[src/rtl/vwap_window_order_gate_macros.svh]
// Assertion helper macros for the rolling-window VWAP gate.
`ifndef VWAP_WINDOW_ORDER_GATE_MACROS_SVH
`define VWAP_WINDOW_ORDER_GATE_MACROS_SVH

// Implication checked every clock edge outside reset.
`define VWG_ASSERT_IMP(lbl, clk, rst, ante, cons) \
   lbl: assert property (@(posedge clk) disable iff (rst) (ante) |-> (cons)) \
      else $error("vwg check failed");

// Next-cycle implication.
`define VWG_ASSERT_NEXT(lbl, clk, rst, ante, cons) \
   lbl: assert property (@(posedge clk) disable iff (rst) (ante) |=> (cons)) \
      else $error("vwg sequence check failed");

`endif

[src/rtl/vwg_pkg.sv]
//------------------------------------------------------------------------------
// vwg_pkg
// Shared constants, codes and types of the rolling-window VWAP gate.
//------------------------------------------------------------------------------
`timescale 1ns / 1ps
package vwg_pkg;

   localparam int DEF_RING_DEPTH   = 1024;
   localparam int DEF_WARMUP_COUNT = 10;

   localparam logic [23:0] BAND_DEN = 24'd10000000;
   localparam logic [16:0] CAP_ONE  = 17'd65536;

   localparam logic [1:0] CSR_WINDOW = 2'd0;
   localparam logic [1:0] CSR_MAXQTY = 2'd1;
   localparam logic [1:0] CSR_BAND   = 2'd2;
   localparam logic [1:0] CSR_CAP    = 2'd3;

   localparam logic [1:0] SIDE_UNKNOWN = 2'd0;
   localparam logic [1:0] SIDE_BUY     = 2'd1;
   localparam logic [1:0] SIDE_SELL    = 2'd2;

   typedef enum logic [2:0] {
      VERDICT_NO_ORDER    = 3'd0,
      VERDICT_MARKET      = 3'd1,
      VERDICT_ACCEPTED    = 3'd2,
      VERDICT_PARTIAL_MAX = 3'd3,
      VERDICT_PARTIAL_CAP = 3'd4,
      VERDICT_REJECT_BAND = 3'd5,
      VERDICT_REJECT_CAP  = 3'd6
   } verdict_type;

   // Ring entry as stored in the memory.
   typedef struct packed {
      logic [63:0] time_ns;
      logic [19:0] qty;
      logic [51:0] notional;
      logic        user;
   } entry_type;

   // Divider request / status between the sequencer and the divider.
   typedef struct packed {
      logic        start;
      logic [63:0] dividend;
      logic [63:0] divisor;
   } div_req_type;

   typedef struct packed {
      logic        done;
      logic [63:0] quotient;
   } div_rsp_type;

endpackage

[src/rtl/vwg_divider.sv]
//------------------------------------------------------------------------------
// vwg_divider
// Radix-2 restoring divider, one quotient bit per cycle.
//------------------------------------------------------------------------------
`timescale 1ns / 1ps
module vwg_divider
   import vwg_pkg::*;
(
   input  logic        clock,
   input  logic        reset,
   input  div_req_type div_req,
   output div_rsp_type div_rsp
);

   logic [63:0] quo_ff, quo_in;
   logic [63:0] rem_ff, rem_in;
   logic [63:0] dvs_ff, dvs_in;
   logic [6:0]  cnt_ff, cnt_in;
   logic        busy_ff, busy_in;
   logic        done_ff, done_in;
   logic [64:0] shifted;
   logic [64:0] diff;

   always_comb begin
      shifted = {rem_ff, quo_ff[63]};
      diff    = shifted - {1'b0, dvs_ff};
      quo_in  = quo_ff;
      rem_in  = rem_ff;
      dvs_in  = dvs_ff;
      cnt_in  = cnt_ff;
      busy_in = busy_ff;
      done_in = 1'b0;
      if (div_req.start) begin
         quo_in  = div_req.dividend;
         rem_in  = '0;
         dvs_in  = div_req.divisor;
         cnt_in  = 7'd0;
         busy_in = 1'b1;
      end else if (busy_ff) begin
         // remainder stays below the divisor, so bit 64 is never needed
         if (!diff[64]) begin
            rem_in = diff[63:0];
            quo_in = {quo_ff[62:0], 1'b1};
         end else begin
            rem_in = shifted[63:0];
            quo_in = {quo_ff[62:0], 1'b0};
         end
         cnt_in = cnt_ff + 7'd1;
         if (cnt_ff == 7'd63) begin
            busy_in = 1'b0;
            done_in = 1'b1;
         end
      end
   end

   always_ff @(posedge clock) begin
      quo_ff <= quo_in;
      rem_ff <= rem_in;
      dvs_ff <= dvs_in;
      cnt_ff <= cnt_in;
      if (reset) begin
         busy_ff <= 1'b0;
         done_ff <= 1'b0;
      end else begin
         busy_ff <= busy_in;
         done_ff <= done_in;
      end
   end

   assign div_rsp.done     = done_ff;
   assign div_rsp.quotient = quo_ff;

endmodule

[config.mk]
export PLATFORM = sky130hd
export DESIGN_NAME = vwg_divider
export DESIGN_NICKNAME = d
export VERILOG_FILES = /design/src/rtl/vwap_window_order_gate_macros.svh /design/src/rtl/vwg_pkg.sv /design/src/rtl/vwg_divider.sv
export SDC_FILE = /design/constraint.sdc
export NUM_CORES = 1
export LEC_CHECK = 0
export CAP_MARGIN = 5
export CORE_MARGIN = 5
export CORE_UTILIZATION = 30
export DETAILED_ROUTE_END_ITERATION = 10
export DONT_BUFFER_PORTS = 1
export PLACE_DENSITY = 0.49
export RECOVER_POWER = 50
export SLEW_MARGIN = 30
export SYNTH_ARGS = -nofsm -noshare
export SYNTH_HDL_FRONTEND = slang
export SYNTH_SLANG_ARGS = --single-unit
[constraint.sdc]
create_clock -name clock -period 3.2 [get_ports clock]
set_input_delay 0.64 -clock clock [delete_from_list [all_inputs] [get_ports clock]]
set_output_delay 0.64 -clock clock [all_outputs]
set_load 0.02 [all_outputs]
==> impl_metrics.py <==
metrics = {
    "clock_tree": {
        "ctsHoldBuffers": 0,
        "h-tree-depth": 1,
        "cts_tree": "done",
        "clkTransAtPathRegs_ps": 60,
        "cts_inserted_buffers": 26,
        "cts_sinks": 201,
        "clock_latency_ps": 560,
        "ctsRootBufferMaster": "clkbuf_16",
        "clockBufferDepth": 3,
    },
    "pwr": {
        "p_sw_w": 0.002221,
        "p_per_area_nw_per_um2": 523.4,
        "p_leak_nw": 5.970,
        "p_int_w": 0.005489,
        "peakVddDrop_uv": 370.3,
        "pwr-share-comb": 0.188,
        "pwr-share-clk": 0.390,
        "swShare": 0.2881,
        "pwr-share-seq": 0.422,
    },
    "route": {
        "dr.pass1.iters": 7,
        "avgRoutedWirePerCell_um": 19.30,
        "drt_wl_total_mm": 35.42,
        "drtIter0Drc": 498,
        "drc": 0,
        "viasPerCell": 5.108,
        "drtAntennaViolNets": 0,
        "route.vias.total": 9373,
    },
    "worst_setup_path": {
        "cp_top_family": "compound AO/OA/AOI/OAI gates",
        "cpMaxStageDelayCell": "edfxtp_1",
        "cp-start-kind": "flop",
        "crit_path_end_kind": "flop",
        "cp.arrival_ps": 3660,
        "cp.required_ps": 3700,
        "cp_cell_sequence": "inv_2, ha_4, fa_2, nor2b_1, o21a_1, o211ai_2, a32oi_2, and3_4, o211a_4, o211a_4, buf_6, o21ai_4, nand2_4, buf_6, buf_12, a2111o_1, nand2_1",
        "worstSetupPathType": "flop to flop",
        "crit_buf_inv": 4,
        "worstPathMaxFanout": 12,
        "cpPeakStageDelay_ps": 410,
        "r2r_slack_ps": 30,
    },
    "grt": {
        "grt_use_total": 0.1537,
        "grt_pass1_wl_mm": 54.93,
        "grt_max_degree": 186,
        "grt-ovfl-total": 0,
        "antenna_found_initial": 6,
        "first_global_vias": 9780,
    },
    "logic_synthesis": {
        "ys_ff_latch": 201,
        "synth_area_sq_um": 11900,
        "async_flop_share": 0,
        "synthFlopType": "edfxtp_1",
        "syn_nets": 1411,
        "ys_seq_area_frac": 0.4458,
        "postSynthCellCount": 1214,
        "synth_cell_types": 76,
        "synth_top_area_cell": "edfxtp_1",
        "netlist.area_leader.share": 0.3230,
        "ys_warn_count": 0,
        "ys_top_cells_by_area": "edfxtp_1, dfxtp_1, ha_1, mux2_2, nand2_1",
        "synth_edf_count": 128,
        "syn_avg_cell_area_sq_um": 9.803,
    },
    "sta": {
        "max_freq_mhz": 315.8,
        "max_slew_margin": 0.6232,
        "setup_viol": 0,
        "final_hold_viol_count": 0,
        "rsz0062_at_grt": "true",
        "worst_slew_pin_slew_ps": 565.3,
        "period_needed_ps": 3166,
        "fin_crit_sh": 0.9895,
        "drv_slew": 0,
        "clock_skew_ps": 11.41,
    },
    "worst_hold_path": {
        "hp-class": "primary input to flop",
    },
    "layout": {
        "drive_gt1_frac": 0.2456,
        "syn_to_final_growth_pct": 23.76,
        "fin_util": 0.3733,
        "nets": 1487,
        "fin_area_sq_um": 14730,
    },
    "floorplanning": {
        "core_sq_um": 39460,
        "io_pins": 196,
        "rows": 73,
        "start_util": 0.3016,
        "die_area_sq_um": 43750,
        "dieWidth_um": 209.2,
        "die_y_um": 209.2,
    },
    "placement": {
        "placement.cell_area_sq_um": 13030,
        "dp_hpwl_mm": 24.75,
        "gp_congestion": 0.8361,
        "port_buffers": 0,
    },
    "run": {
        "maxCapViolCount": 0,
    },
    "status": {
        "status": "finished, final reports clean",
    },
}
==> path summary, 6_finish.rpt <==
check,from,endpoint,cells after the start
max,quo_ff[63],rem_ff[58],17
min,reset,done_ff,1
min reg2reg,cnt_ff[6],cnt_ff[6],2
max reg2reg,quo_ff[63],rem_ff[58],17
==> worst register-to-register path, cell delays in order, from the launching register on <==
cell and delay, ps:
edfxtp_1 410, inv_2 90, ha_4 140, fa_2 190, nor2b_1 50, o21a_1 180
o211ai_2 170, a32oi_2 130, and3_4 220, o211a_4 260, o211a_4 250, buf_6 120
o21ai_4 140, nand2_4 90, buf_6 130, buf_12 140, a2111o_1 340, nand2_1 60
==> metal layers <==
| layer | share of wire | track usage | wire, um |
|---|---|---|---|
| met1 | 0.45 | 0.2027 | 16030 |
| met2 | 0.45 | 0.2438 | 15910 |
| met3 | 0.066 | 0.04714 | 2335 |
| met4 | 0.031 | 0.04545 | 1114 |
| met5 | 0.00079 | 0 | 28 |
==> Yosys cell counts (all sizes together), types with 4 or more instances <==
library cell	instances
nand2b	9
nand3	13
a211oi	6
and2	11
nand2	139
clkbuf	51
nor2	92
xor2	28
nand4	26
o21ai	49
buf	18
o21bai	13
ha	65
xnor2	32
edfxtp	128
mux2	64
o31ai	5
nor3	15
a311oi	42
nor2b	10
a221o	13
and3	8
a21oi	75
mux2i	4
o211ai	9
nor4	7
o21a	11
dfxtp	73
inv	92
a32oi	4
a31oi	12
or3	7
a21o	38
o2111ai	4
==> stage by stage <==
step	total power, W	std cells	hold slack [ps]	setup slack (ps)	setup TNS [ps]
6_report	0.007710	1835	163.8	33.69	0
5_1_grt	0.008117	1833	136.4	-121.2	-4496
4_1_cts	0.007732	1816	128.8	-105.6	-799.9
3_5_place_dp	0.004605	1758	475.3	-301.5	-3853
3_3_place_gp	0.004609	1758	460.8	-204.9	-2057
2_1_floorplan	0.004190	1214	453.1	-0.9328	-11.40
==> power groups by stage <==
stage          Sequential [W]  Clock [W]  Combinational, W
2_1_floorplan         0.00324          0          0.000947
3_3_place_gp          0.00330          0           0.00130
3_5_place_dp          0.00330          0           0.00131
4_1_cts               0.00325    0.00313           0.00135
5_1_grt               0.00328    0.00324           0.00160
6_report              0.00325    0.00301           0.00145
==> layout by cell type (no fill, tap or decap), types with 10 or more instances in the layout <==
cell,instances
a21o_1,38
a21oi_1,65
a221o_1,13
a311oi_1,25
a311oi_2,17
and2_1,11
buf_4,100
clkbuf_16,28
dfxtp_1,72
edfxtp_1,128
ha_1,59
inv_1,89
mux2_2,64
nand2_1,133
nand3_1,12
nand4_1,26
nor2_1,88
nor3_1,10
o21a_1,11
o21ai_0,31
o21ai_1,12
o21bai_1,13
xnor2_1,30
xor2_1,28
==> final cells by class <==
| type | instances | area, sq um |
|---|---|---|
| Fill cell | 4016 | 24730 |
| Multi-Input combinational cell | 852 | 6480 |
| Sequential cell | 201 | 5306 |
| Timing Repair Buffer | 117 | 1061 |
| Clock buffer | 32 | 683.2 |
| Tap cell | 525 | 656.9 |
| Inverter | 92 | 345.3 |
| Clock inverter | 13 | 188.9 |
| Antenna cell | 3 | 7.507 |
==> what timing repair did <==
item	CTS	global route
gates resized for setup	34	76
endpoints found under the setup margin	36	65
cloned	1	3
pin swaps	34	58
buffers inserted	13	14
==> cell families (layout without fill, tap and decap cells) <==
family | Yosys count | in the layout | share of synthesized area
buffers and inverters | 161 | 254 | 0.05404
adder cells (fa/ha/maj) | 66 | 66 | 0.07002
other | 0 | 3 | 0
multiplexers | 68 | 68 | 0.06392
AND/OR/NAND/NOR | 347 | 347 | 0.1343
AO/OA/AOI/OAI | 311 | 311 | 0.1879
flip-flops | 201 | 201 | 0.4458
XOR/XNOR | 60 | 60 | 0.04416
==> registers in the layout, indices dropped and copies added, names as in the netlist <==
register and flops:
dvs_ff 64, quo_ff 64, rem_ff 64, cnt_ff 7, busy_ff 1, done_ff 1
Power figures use the tool's default switching activity.
